**config.mk**
```make
export PLATFORM = sky130hd
export DESIGN_NAME = sem_queue
export DESIGN_NICKNAME = d
export VERILOG_FILES = /design/src/hdl/sem_pkg.sv /design/src/hdl/sem_queue.sv
export VERILOG_INCLUDE_DIRS = /design/src /design/src/hdl
export SDC_FILE = /design/constraint.sdc
export NUM_CORES = 1
export LEC_CHECK = 0
export ABC_AREA = 1
export BUFFER_PORTS_ARGS = -buffer_cell sky130_fd_sc_hd__buf_2
export CORE_UTILIZATION = 60
export DETAILED_ROUTE_END_ITERATION = 7
export PLACE_DENSITY = 0.87
export SLEW_MARGIN = 20
export SYNTH_ARGS = -nofsm -noshare
export SYNTH_HDL_FRONTEND = slang
export SYNTH_SLANG_ARGS = --single-unit
```
**constraint.sdc**
```tcl
create_clock -name i_clk -period 4.25 [get_ports i_clk]
set_input_delay 0.425 -clock i_clk [delete_from_list [all_inputs] [get_ports i_clk]]
set_output_delay 0.425 -clock i_clk [all_outputs]
set_load 0.03 [all_outputs]
```
**src/hdl/sobel_edge_magnitude_macros.svh**
```systemverilog
// Assertion macros shared by the sobel_edge_magnitude RTL.
// Depends on nothing; included by the modules that carry assertions.
`ifndef SOBEL_EDGE_MAGNITUDE_MACROS_SVH
`define SOBEL_EDGE_MAGNITUDE_MACROS_SVH

// Same-cycle implication, disabled while reset is asserted.
`define SEM_ASSERT_IMP(label, clk, rst_n, ante, cons, msg) \
    label: assert property (@(posedge clk) disable iff (!rst_n) (ante) |-> (cons)) \
        else $error(msg);

// Next-cycle implication, disabled while reset is asserted.
`define SEM_ASSERT_NXT(label, clk, rst_n, ante, cons, msg) \
    label: assert property (@(posedge clk) disable iff (!rst_n) (ante) |=> (cons)) \
        else $error(msg);

`endif

```
**src/hdl/sem_pkg.sv**
```systemverilog
// Shared types and constants for the Sobel edge magnitude block.
// Used by sem_front, sem_queue, sem_back and sobel_edge_magnitude; depends on nothing.
package sem_pkg;

    localparam int PIX_W      = 8;
    localparam int MAG_W      = 8;
    localparam int OUT_X_W    = 10;
    localparam int OUT_Y_W    = 10;
    localparam int CFG_DATA_W = 11;
    localparam int CFG_IDX_W  = 1;

    localparam int DEF_MAX_WIDTH  = 1024;
    localparam int DEF_MAX_HEIGHT = 1024;

    localparam logic [CFG_DATA_W-1:0] CFG_WIDTH_RESET  = CFG_DATA_W'(1024);
    localparam logic [CFG_DATA_W-1:0] CFG_HEIGHT_RESET = CFG_DATA_W'(1024);

    // Configuration register indexes.
    typedef enum logic [CFG_IDX_W-1:0] {
        CFG_FRAME_WIDTH  = 1'b0,
        CFG_FRAME_HEIGHT = 1'b1
    } t_cfg_idx;

    // Queue between front and back; depth is a power of two.
    localparam int QUEUE_DEPTH = 4;
    localparam int QUEUE_AW    = $clog2(QUEUE_DEPTH);
    localparam int QUEUE_CW    = $clog2(QUEUE_DEPTH + 1);

    // One classified pixel: the new window column plus the reported position.
    typedef struct packed {
        logic [PIX_W-1:0]   up2;
        logic [PIX_W-1:0]   up1;
        logic [PIX_W-1:0]   pixel;
        logic [OUT_X_W-1:0] out_x;
        logic [OUT_Y_W-1:0] out_y;
        logic               border;
        logic               frame_end;
    } t_item;

    typedef struct packed {
        logic                valid;
        logic [QUEUE_CW-1:0] count;
    } t_q_stat;

endpackage

```
**src/hdl/sem_queue.sv**
```systemverilog
// Short queue of classified pixels between the front end and the back end.
// Uses sem_pkg types and the assertion macros header.
`include "sobel_edge_magnitude_macros.svh"

module sem_queue (
    input  logic             i_clk,
    input  logic             i_rst_n,
    input  logic             i_push,
    input  sem_pkg::t_item   i_item,
    input  logic             i_pop,
    output sem_pkg::t_item   o_item,
    output sem_pkg::t_q_stat o_stat
);
    import sem_pkg::*;

    logic [QUEUE_AW-1:0] r_wp;
    logic [QUEUE_AW-1:0] r_rp;
    logic [QUEUE_CW-1:0] r_cnt;
    logic                w_pop;
    t_item               r_mem [QUEUE_DEPTH];

    assign w_pop        = i_pop && (r_cnt != '0);
    assign o_item       = r_mem[r_rp];
    assign o_stat.valid = (r_cnt != '0);
    assign o_stat.count = r_cnt;

    always_ff @(posedge i_clk) begin
        if (!i_rst_n) begin
            r_wp  <= '0;
            r_rp  <= '0;
            r_cnt <= '0;
        end else begin
            if (i_push) begin
                r_wp <= r_wp + QUEUE_AW'(1);
            end
            if (w_pop) begin
                r_rp <= r_rp + QUEUE_AW'(1);
            end
            r_cnt <= r_cnt + QUEUE_CW'(i_push) - QUEUE_CW'(w_pop);
        end
    end

    always_ff @(posedge i_clk) begin
        if (i_push) begin
            r_mem[r_wp] <= i_item;
        end
    end

    // The front end reserves a slot before it accepts, so a push always finds room.
    `SEM_ASSERT_IMP(a_push_room, i_clk, i_rst_n, i_push, r_cnt < QUEUE_CW'(QUEUE_DEPTH), "push into full queue")
    `SEM_ASSERT_IMP(a_pop_data, i_clk, i_rst_n, i_pop, r_cnt != '0, "pop from empty queue")
    `SEM_ASSERT_IMP(a_ptr_gap, i_clk, i_rst_n, 1'b1, (r_wp - r_rp) == r_cnt[QUEUE_AW-1:0], "pointer gap differs from count")

endmodule

```
==> metrics.yaml <==
peakVddDrop_mv: 0.425
yosysWarnings: 0
ctsRootBufferMaster: "clkbuf_16"
max_freq_mhz: 341
wl_met1_mm: 5.55
overflow: 0
port_buffers: 99
cts_tree: "done"
p_leak_nw: 3.01
path_delay_family: "buffers and inverters"
die_h_um: 113
detail-route-antenna-nets: 0
firstDrtPassIters: 5
hold_viol: 0
finalSetupViolCount: 0
vias: 4388
syn-cell-area_mm2: 0.00733
post-route-period-util_pct: 69.1
reg2reg_slack_ns: 2.26
maxCapViolations: 0
drive_above_1_share_pct: 24.7
cp-start-kind: "flop"
slowest_delay_ns: 0.75
drt-vias-per-instance: 5.77
cts.sinks: 193
wire_per_inst_um: 18.1
r2r_start: "r_wp[0]"
synth_fp_nets: 562
p_comb_share_pct: 25.1
dp_hpwl_mm: 7.94
clockBufferDepth: 2
power_frac_seq_pct: 44.8
insertion_delay_ns: 0.42
hold_buffers: 0
arrival_ns: 2.51
period_minus_slack_ns: 2.94
endpoint_kind: "primary output"
p_switching_w: 0.00165
worstRegToRegCells: 4
row_count: 40
wl_met2_mm: 6.98
fp.dieW_um: 113
p_per_area_mw_per_mm2: 599
crit_chain: "inv_1 > buf_4 > o21ai_0 > o22ai_1 > buf_2"
dieArea_mm2: 0.0127
synthCells: 505
synth-seq-cells: 193
drv_slew: 0
outcome: "finished, final reports clean"
synthToLayoutAreaGrowth_pct: 15.0
gp_congestion: 0.727
power.total_w: 0.00505
drc: 0
path_clk_slew_ns: 0.07
first_iter_violations: 348
holdCritPathClass: "input pin to flop"
hp-start: "i_item[9]"
rsz0062_at_grt: "no"
critPathSlowestCell: "inv_1"
r2r_end: "r_mem[0][41]"
worstHoldEndpoint: "r_mem[1][9]"
gr-usage-all-layers_pct: 23.1
path_max_fanout: 31
antenna_found_initial: 1
numCtsBuffers: 17
core_area_mm2: 0.0120
nNetsFinal: 656
synth_cell_types: 20
wirelength_mm: 13.8
swShare_pct: 32.6
postSynthAreaPerCell_um2: 14.5
cp.required_ns: 3.83
initial_utilization_pct: 61.3
min_path_cells: 1
cts_resized: 0
relSlewSlack_pct: 29.8
seq_area_frac_synth_pct: 77.8
cts_setup_buffers: 0
routed.top_layer: "met5"
finClkSkew_ns: 0.00637
dr_wl_met3_um: 926
grt_pass1_wl_mm: 21.5
critical_path_class: "flop to primary output"
htreeDepth: 4
setup_tns_ns: 0
grt_max_degree: 55
p_clk_share_pct: 30.1
ios: 100
tightestPinTransition_ns: 1.05
critPathBufInv: 3
grt_pass1_vias: 4497
intPower_w: 0.00340
[worst max path at each step]
| stage | slack [ns] | cells after the start | from | to |
|---|---|---|---|---|
| 3_5_place_dp | 1.76 | 4 | flop | o_item[34] |
| 3_3_place_gp | 1.81 | 5 | flop | o_item[9] |
| 2_1_floorplan | 2.36 | 4 | r_wp[0] | r_mem[2][0] |
| 6_report | 1.31 | 5 | flop | o_item[9] |
| 4_1_cts | 1.29 | 4 | flop | o_item[34] |
| 5_1_grt | 1.14 | 4 | flop | o_item[34] |
[flip-flops by register name (all words and copies together) (netlist names), named ones only]
name,cells
r_cnt,3
r_wp,2
r_mem,184
r_rp,2
[cells in the final DEF, fill, tap and decap left out, drive strengths merged, types with 2 or more instances in the layout]
cell type	n
ha	6
edfxtp	184
nand2	14
o22ai	46
clkinvlp	3
dfxtp	9
inv	17
a21oi	5
nand3	2
clkinv	7
clkbuf	20
o21ai	94
bufinv	2
nor2	97
buf	104
[synth_stat cells]
cell type  instances  share of area (%)
nor2_1            91                4.7
edfxtp_1         184                 75
ha_1               6                1.0
buf_2              7               0.48
buf_4              1               0.10
nand2_1           14               0.72
a21oi_1            5               0.34
a21boi_0           1               0.10
clkbuf_1          11               0.56
nand3_1            2               0.14
nor2_2             6               0.51
o21ai_0           60                4.1
inv_1             16               0.82
inv_2              1              0.051
fa_1               1               0.27
o22ai_1           40                3.4
dfxtp_1            9                2.5
o22ai_2            6                1.0
buf_6             10                1.5
o21ai_1           34                2.3
[final cells by class]
class                           count  area (µm²)
Inverter                           17        70.1
Antenna cell                        1        2.50
Fill cell                         783        3530
Timing Repair Buffer              104         533
Tap cell                          147         184
Clock buffer                       20         437
Sequential cell                   193        5710
Clock inverter                     12         131
Multi-Input combinational cell    266        1370
[stage by stage]
step	util [%]	worst slack, ns	hold WS [ns]	cells	cell area, µm²
3_3_place_gp	65.7	1.81	0.463	727	7850
4_1_cts	70.4	1.29	0.195	759	8420
6_report	70.5	1.31	0.211	760	8430
2_1_floorplan	-	2.36	0.448	505	7330
5_1_grt	70.5	1.14	0.203	759	8430
3_5_place_dp	65.7	1.76	0.488	727	7860
[routing by layer]
layer,GRT usage [%],up-vias
met4,12.4,2
li1,-,2070
met3,6.97,26
met5,0,-
met2,38.8,151
met1,26.8,2139
[cells by family after synthesis]
| group | count (synthesis) | share of synthesized area (%) |
|---|---|---|
| AO/OA/AOI/OAI | 146 | 11.3 |
| flip-flops | 193 | 77.8 |
| adder cells (fa/ha/maj) | 7 | 1.30 |
| buffers and inverters | 46 | 3.55 |
| AND/OR/NAND/NOR | 113 | 6.03 |
[power groups by stage]
stage | logic, W | clock network (W) | registers (W)
2_1_floorplan | 0.000962 | 0 | 0.00228
3_3_place_gp | 0.00122 | 0 | 0.00230
3_5_place_dp | 0.00127 | 0 | 0.00230
4_1_cts | 0.00127 | 0.00153 | 0.00226
5_1_grt | 0.00136 | 0.00160 | 0.00227
6_report | 0.00127 | 0.00152 | 0.00226
Note: power is estimated with default switching activity, not from simulation.
