### src/hdl/sobel_edge_magnitude_macros.svh
// Assertion macros shared by the sobel_edge_magnitude RTL.
// Depends on nothing; included by the modules that carry assertions.
`ifndef SOBEL_EDGE_MAGNITUDE_MACROS_SVH
`define SOBEL_EDGE_MAGNITUDE_MACROS_SVH

// Same-cycle implication, disabled while reset is asserted.
`define SEM_ASSERT_IMP(label, clk, rst_n, ante, cons, msg) \
    label: assert property (@(posedge clk) disable iff (!rst_n) (ante) |-> (cons)) \
        else $error(msg);

// Next-cycle implication, disabled while reset is asserted.
`define SEM_ASSERT_NXT(label, clk, rst_n, ante, cons, msg) \
    label: assert property (@(posedge clk) disable iff (!rst_n) (ante) |=> (cons)) \
        else $error(msg);

`endif

### src/hdl/sem_pkg.sv
// Shared types and constants for the Sobel edge magnitude block.
// Used by sem_front, sem_queue, sem_back and sobel_edge_magnitude; depends on nothing.
package sem_pkg;

    localparam int PIX_W      = 8;
    localparam int MAG_W      = 8;
    localparam int OUT_X_W    = 10;
    localparam int OUT_Y_W    = 10;
    localparam int CFG_DATA_W = 11;
    localparam int CFG_IDX_W  = 1;

    localparam int DEF_MAX_WIDTH  = 1024;
    localparam int DEF_MAX_HEIGHT = 1024;

    localparam logic [CFG_DATA_W-1:0] CFG_WIDTH_RESET  = CFG_DATA_W'(1024);
    localparam logic [CFG_DATA_W-1:0] CFG_HEIGHT_RESET = CFG_DATA_W'(1024);

    // Configuration register indexes.
    typedef enum logic [CFG_IDX_W-1:0] {
        CFG_FRAME_WIDTH  = 1'b0,
        CFG_FRAME_HEIGHT = 1'b1
    } t_cfg_idx;

    // Queue between front and back; depth is a power of two.
    localparam int QUEUE_DEPTH = 4;
    localparam int QUEUE_AW    = $clog2(QUEUE_DEPTH);
    localparam int QUEUE_CW    = $clog2(QUEUE_DEPTH + 1);

    // One classified pixel: the new window column plus the reported position.
    typedef struct packed {
        logic [PIX_W-1:0]   up2;
        logic [PIX_W-1:0]   up1;
        logic [PIX_W-1:0]   pixel;
        logic [OUT_X_W-1:0] out_x;
        logic [OUT_Y_W-1:0] out_y;
        logic               border;
        logic               frame_end;
    } t_item;

    typedef struct packed {
        logic                valid;
        logic [QUEUE_CW-1:0] count;
    } t_q_stat;

endpackage

### src/hdl/sem_back.sv
// Back end: 3x3 window, Sobel gradients, squared sum and pipelined square root.
// Holds the result register seen on the output ports; uses sem_pkg.
module sem_back (
    input  logic                        i_clk,
    input  logic                        i_rst_n,
    input  sem_pkg::t_q_stat            i_q_stat,
    input  sem_pkg::t_item              i_item,
    output logic                        o_pop,
    input  logic                        i_pop,
    output logic                        o_empty,
    output logic [sem_pkg::OUT_X_W-1:0] o_out_x,
    output logic [sem_pkg::OUT_Y_W-1:0] o_out_y,
    output logic [sem_pkg::MAG_W-1:0]   o_magnitude,
    output logic                        o_frame_end
);
    import sem_pkg::*;

    typedef struct packed {
        logic [OUT_X_W-1:0] out_x;
        logic [OUT_Y_W-1:0] out_y;
        logic               border;
        logic               frame_end;
    } t_meta;

    typedef struct packed {
        logic [7:0]  root;
        logic [16:0] sq;
    } t_root;

    // Four bits of a restoring square root, from bit hi downward; sq tracks root*root.
    function automatic t_root root_steps(input logic [15:0] s, input t_root start,
                                         input int hi);
        t_root       acc;
        logic [16:0] cand;
        int          bi;
        acc = start;
        for (int k = 0; k < 4; k++) begin
            bi   = hi - k;
            cand = acc.sq + (17'(acc.root) << (bi + 1)) + (17'(1) << (2 * bi));
            if (cand <= {1'b0, s}) begin
                acc.root[bi] = 1'b1;
                acc.sq       = cand;
            end
        end
        return acc;
    endfunction

    logic              w_en;
    logic [PIX_W-1:0]  r_win [9];
    logic              r_v0, r_v1, r_v2, r_v3, r_v4;
    t_meta             r_m0, r_m1, r_m2, r_m3, r_m4;
    t_meta             w_m_in;

    logic signed [11:0] w_e [9];
    logic signed [11:0] w_gx;
    logic signed [11:0] w_gy;
    logic signed [11:0] w_ax_s;
    logic signed [11:0] w_ay_s;
    logic [9:0]         r_ax;
    logic [9:0]         r_ay;
    logic [19:0]        w_ax2;
    logic [19:0]        w_ay2;
    logic [20:0]        w_sum;
    logic [15:0]        r_s2;
    logic               r_sat2;
    logic [15:0]        r_s3;
    logic               r_sat3;
    t_root              w_rt3;
    t_root              r_rt3;
    t_root              w_rt4;
    logic [MAG_W-1:0]   r_mag;

    // Advance the whole pipe unless a finished result is waiting and is not being popped.
    assign w_en  = !r_v4 || i_pop;
    assign o_pop = w_en && i_q_stat.valid;

    assign w_m_in.out_x     = i_item.out_x;
    assign w_m_in.out_y     = i_item.out_y;
    assign w_m_in.border    = i_item.border;
    assign w_m_in.frame_end = i_item.frame_end;

    always_comb begin
        for (int i = 0; i < 9; i++) begin
            w_e[i] = $signed({4'b0000, r_win[i]});
        end
        w_gx   = (w_e[2] - w_e[0]) + ((w_e[5] - w_e[3]) <<< 1) + (w_e[8] - w_e[6]);
        w_gy   = (w_e[0] + (w_e[1] <<< 1) + w_e[2]) - (w_e[6] + (w_e[7] <<< 1) + w_e[8]);
        w_ax_s = w_gx[11] ? -w_gx : w_gx;
        w_ay_s = w_gy[11] ? -w_gy : w_gy;
    end

    assign w_ax2 = r_ax * r_ax;
    assign w_ay2 = r_ay * r_ay;
    assign w_sum = {1'b0, w_ax2} + {1'b0, w_ay2};
    assign w_rt3 = root_steps(r_s2, '0, 7);
    assign w_rt4 = root_steps(r_s3, r_rt3, 3);

    always_ff @(posedge i_clk) begin
        if (!i_rst_n) begin
            r_v0 <= 1'b0;
            r_v1 <= 1'b0;
            r_v2 <= 1'b0;
            r_v3 <= 1'b0;
            r_v4 <= 1'b0;
            for (int i = 0; i < 9; i++) begin
                r_win[i] <= '0;
            end
        end else if (w_en) begin
            r_v0 <= i_q_stat.valid;
            r_v1 <= r_v0;
            r_v2 <= r_v1;
            r_v3 <= r_v2;
            r_v4 <= r_v3;
            if (i_q_stat.valid) begin
                r_win[0] <= r_win[1];
                r_win[1] <= r_win[2];
                r_win[2] <= i_item.up2;
                r_win[3] <= r_win[4];
                r_win[4] <= r_win[5];
                r_win[5] <= i_item.up1;
                r_win[6] <= r_win[7];
                r_win[7] <= r_win[8];
                r_win[8] <= i_item.pixel;
            end
        end
    end

    always_ff @(posedge i_clk) begin
        if (w_en) begin
            r_m0   <= w_m_in;
            r_m1   <= r_m0;
            r_ax   <= w_ax_s[9:0];
            r_ay   <= w_ay_s[9:0];
            r_m2   <= r_m1;
            r_s2   <= w_sum[15:0];
            r_sat2 <= (w_sum[20:16] != '0);
            r_m3   <= r_m2;
            r_s3   <= r_s2;
            r_sat3 <= r_sat2;
            r_rt3  <= w_rt3;
            r_m4   <= r_m3;
            if (r_m3.border) begin
                r_mag <= '0;
            end else if (r_sat3) begin
                r_mag <= '1;
            end else begin
                r_mag <= w_rt4.root;
            end
        end
    end

    assign o_empty     = !r_v4;
    assign o_out_x     = r_m4.out_x;
    assign o_out_y     = r_m4.out_y;
    assign o_magnitude = r_mag;
    assign o_frame_end = r_m4.frame_end;

endmodule

### config.mk
export PLATFORM = sky130hd
export DESIGN_NAME = sem_back
export DESIGN_NICKNAME = d
export VERILOG_FILES = /design/src/hdl/sobel_edge_magnitude_macros.svh /design/src/hdl/sem_pkg.sv /design/src/hdl/sem_back.sv
export SDC_FILE = /design/constraint.sdc
export NUM_CORES = 1
export LEC_CHECK = 0
export BUFFER_PORTS_ARGS = -buffer_cell sky130_fd_sc_hd__buf_2
export CAP_MARGIN = 10
export CORE_MARGIN = 8
export CORE_UTILIZATION = 25
export CTS_BUF_LIST = sky130_fd_sc_hd__clkbuf_8 sky130_fd_sc_hd__clkbuf_16
export CTS_CLUSTER_SIZE = 12
export DETAILED_ROUTE_END_ITERATION = 12
export PLACE_DENSITY = 0.41
export SYNTH_ARGS = -nofsm -noshare
export SYNTH_HDL_FRONTEND = slang
export SYNTH_SLANG_ARGS = --single-unit
### constraint.sdc
create_clock -name i_clk -period 17.85 [get_ports i_clk]
set_input_delay 0.8925 -clock i_clk [delete_from_list [all_inputs] [get_ports i_clk]]
set_output_delay 0.8925 -clock i_clk [all_outputs]
set_load 0.01 [all_outputs]
==> qor.yml <==
wl_per_cell_um: 15.26
initial_detailed_routing_violation_count: 535
final_hold_violating_endpoints: 0
worst_skew_ns: 0.02050
ctsHtreeMaxLevel: 1
synth_edf_count: 254
antenna_violating_nets_post_route: 0
max-slew-margin-rel: 0.2936
chipWidth_um: 302.0
io_pins: 84
postCtsResizedCells: 0
cts_bufs_inserted: 31
share_of_final_layout_standard_cells_stronger_than_drive_strength_1: 0.09344
worst-r2r-setup-slack_ns: 2.09
fin_crit_sh: 0.8827
period_needed_ns: 15.76
clock_slew_at_reported_path_ffs_ns: 0.06
tritoncts_clock_tree: "done"
crit_path_start_kind: "flip-flop"
met3WireLength_um: 1202
max_cap_violations: 0
num_antenna_cells: 0
worst_path_largest_cell_delay_ns: 0.78
finalMaxSlewViolations: 0
grt_first_pass_wirelength_um: 74000
aggregate_global_routing_overflow: 0
wl_met1_um: 20240
clockRootBuffer: "sky130_fd_sc_hd__clkbuf_16"
synth_top_area_cell: "sky130_fd_sc_hd__edfxtp_1"
finalSetupViolations: 0
place.port_buffers: 80
placed_cells_incl_taps: 2922
ctsLongestPathBuffers: 3
timing.critical_path.required_ns: 18.27
area_growth_pct: 12.62
place.detailed.hpwl_um: 36120
worst_path_max_delay_cell: "sky130_fd_sc_hd__a2111oi_4"
highest-signal-layer: "met4"
maxClockFrequency_mhz: 63.46
drcViolationCount: 0
instance_count_of_the_mapped_netlist: 1801
detail_route.vias_per_cell: 4.308
dr.pass1.iters: 5
first_global_vias: 13860
fp.dieArea_mm2: 0.09119
synth_top_flop_cell: "sky130_fd_sc_hd__edfxtp_1"
initial_antenna_violation_count: 0
min_path_type: "flip-flop to flip-flop"
synth.avg_cell_area_um2: 11.35
totalWireLength_um: 45400
numClockSinks: 259
path_max_fanout: 18
std_cell_rows: 105
crit_family: "compound AO/OA/AOI/OAI gates"
nets: 2320
post_cts.repair.setup_buffers: 0
synth_fp_nets: 2236
total_negative_setup_slacks_ns: 0
critical_path_arrival_ns: 16.18
ys_types: 86
starting_utilization_of_the_core_area: 0.2506
rsz0062_at_grt: "false"
routed-via-count: 12820
worst_path_most_repeated_cell: "sky130_fd_sc_hd__ha_1"
post_synth_main_area_contributors: "sky130_fd_sc_hd__edfxtp_1, sky130_fd_sc_hd__fa_1, sky130_fd_sc_hd__ha_1"
synth-seq-cells: 259
critical_path_buf_inv_count: 7
synth_area_mm2: 0.02045
grt_start_max_net_pins: 119
async_reset_ff_frac: 0
clkLatencyLatePin_ns: 0.59
combined_global_route_utilization_of_all_metal_layers: 0.1001
post_synth_top_area_share: 0.3730
synth_sequential_area_ratio: 0.3779
tightestPinTransition_ns: 1.060
finished_layout_cells: 2975
floorplan.die.height_um: 302.0
timing.setup.critical_path_class: "flip-flop to flip-flop"
end_kind: "flip-flop"
cts_hold_repair.buffers: 0
synthesis_warnings: 0
place.gp.congestion: 0.7742
result_of_the_run: "completed"
core_region_area_mm2: 0.08158
route.met2.wl_um: 22960
[metrics by stage]
stage                     instance area (µm²)  worst slack [ns]  hold slack (ns)    util
after CTS                               23030             2.150           0.4168  0.2823
after detailed placement                22090             2.281           0.4045  0.2708
after global routing                    23030            0.9664           0.4212  0.2823
final                                   23030             2.093           0.4158  0.2823
after global placement                  22090             2.379           0.4005  0.2708
after floorplan                         20450             4.440           0.4003       -
[state kept, by name, indices dropped and copies added (netlist names)]
signal and flops:
r_s3 16, r_m0 22, o_out_y 10, r_ax 10, r_ay 10, r_m1 22, r_v0 1, o_frame_end 1
r_sat3 1, r_win 72, o_out_x 10, r_s2 16, r_m2 22, r_v1 1, r_v4 1, r_rt3 11
r_v2 1, r_m3 22, o_magnitude 8, r_v3 1, r_sat2 1
[logic make-up after synthesis]
kind of cell               Yosys count  synth area share
buffers and inverters              338           0.06309
and+or+nand+nor                    411            0.1080
AOI/OAI and AO/OA                  287           0.09944
muxes                               14          0.007404
xor gates and xnor gates           109           0.04669
DFF                                259            0.3779
other                                1         0.0001834
adders and majority gates          382            0.2973
[layout make-up]
type                            count  area, µm²
Inverter                          305       1155
Sequential cell                   259       7727
Timing Repair Buffer               84      430.4
Tap cell                         1070       1339
Fill cell                        8426      58560
Clock inverter                     22      162.7
Clock buffer                       31      775.7
Multi-Input combinational cell   1204      11440
[cells in the mapped netlist (7+ instances only)]
| library cell | count |
|---|---|
| sky130_fd_sc_hd__nand3_1 | 20 |
| sky130_fd_sc_hd__o21a_1 | 11 |
| sky130_fd_sc_hd__nor2b_1 | 13 |
| sky130_fd_sc_hd__ha_1 | 209 |
| sky130_fd_sc_hd__clkbuf_1 | 29 |
| sky130_fd_sc_hd__edfxtp_1 | 254 |
| sky130_fd_sc_hd__a21o_1 | 33 |
| sky130_fd_sc_hd__nand2b_1 | 8 |
| sky130_fd_sc_hd__a211o_1 | 9 |
| sky130_fd_sc_hd__and2_1 | 127 |
| sky130_fd_sc_hd__nor4_1 | 8 |
| sky130_fd_sc_hd__and3_1 | 20 |
| sky130_fd_sc_hd__a31oi_1 | 13 |
| sky130_fd_sc_hd__mux2_2 | 9 |
| sky130_fd_sc_hd__or2_2 | 7 |
| sky130_fd_sc_hd__inv_1 | 304 |
| sky130_fd_sc_hd__o21bai_1 | 26 |
| sky130_fd_sc_hd__nand4_1 | 10 |
| sky130_fd_sc_hd__xnor2_1 | 73 |
| sky130_fd_sc_hd__nor2_1 | 63 |
| sky130_fd_sc_hd__nor3_1 | 22 |
| sky130_fd_sc_hd__o21ai_0 | 30 |
| sky130_fd_sc_hd__a21oi_1 | 85 |
| sky130_fd_sc_hd__xor2_1 | 36 |
| sky130_fd_sc_hd__o211ai_1 | 11 |
| sky130_fd_sc_hd__fa_1 | 173 |
| sky130_fd_sc_hd__a21boi_0 | 8 |
| sky130_fd_sc_hd__nand2_1 | 84 |
[cell usage in the layout (no fill, tap or decap), types with 11 or more instances in the layout]
cell / synthesis / final
sky130_fd_sc_hd__nor2b_1: 13 / 13
sky130_fd_sc_hd__a31oi_1: 13 / 13
sky130_fd_sc_hd__and3_1: 20 / 19
sky130_fd_sc_hd__inv_1: 304 / 304
sky130_fd_sc_hd__clkbuf_16: 0 / 31
sky130_fd_sc_hd__o21a_1: 11 / 11
sky130_fd_sc_hd__o21ai_0: 30 / 30
sky130_fd_sc_hd__edfxtp_1: 254 / 254
sky130_fd_sc_hd__nand3_1: 20 / 20
sky130_fd_sc_hd__xor2_1: 36 / 36
sky130_fd_sc_hd__xnor2_1: 73 / 73
sky130_fd_sc_hd__buf_2: 0 / 80
sky130_fd_sc_hd__and2_1: 127 / 127
sky130_fd_sc_hd__fa_1: 173 / 173
sky130_fd_sc_hd__ha_1: 209 / 209
sky130_fd_sc_hd__nor2_1: 63 / 63
sky130_fd_sc_hd__o21bai_1: 26 / 26
sky130_fd_sc_hd__nand2_1: 84 / 83
sky130_fd_sc_hd__nor3_1: 22 / 22
sky130_fd_sc_hd__a21o_1: 33 / 33
sky130_fd_sc_hd__a21oi_1: 85 / 85
sky130_fd_sc_hd__o211ai_1: 11 / 11
[metal layers]
layer / global-route usage / vias up
li1: - / 6322
met1: 0.1237 / 6252
met2: 0.1839 / 178
met3: 0.01273 / 63
met4: 0.02314 / 0
met5: 0 / -
[worst paths after layout]
kind | start | to | cells after the start
max | r_rt3[8]$_DFFE_PN_ | o_magnitude[0]$_SDFFCE_PP0N_ | 62
min | r_m3[9]$_DFFE_PN_ | o_out_y[7]$_DFFE_PN_ | 0
max reg2reg | r_rt3[8]$_DFFE_PN_ | o_magnitude[0]$_SDFFCE_PP0N_ | 62
min reg2reg | r_m3[9]$_DFFE_PN_ | o_out_y[7]$_DFFE_PN_ | 0
Power is left out: the tool's default activity adds up to more than one toggle a clock period on the data nets, which glitch-free logic cannot reach.
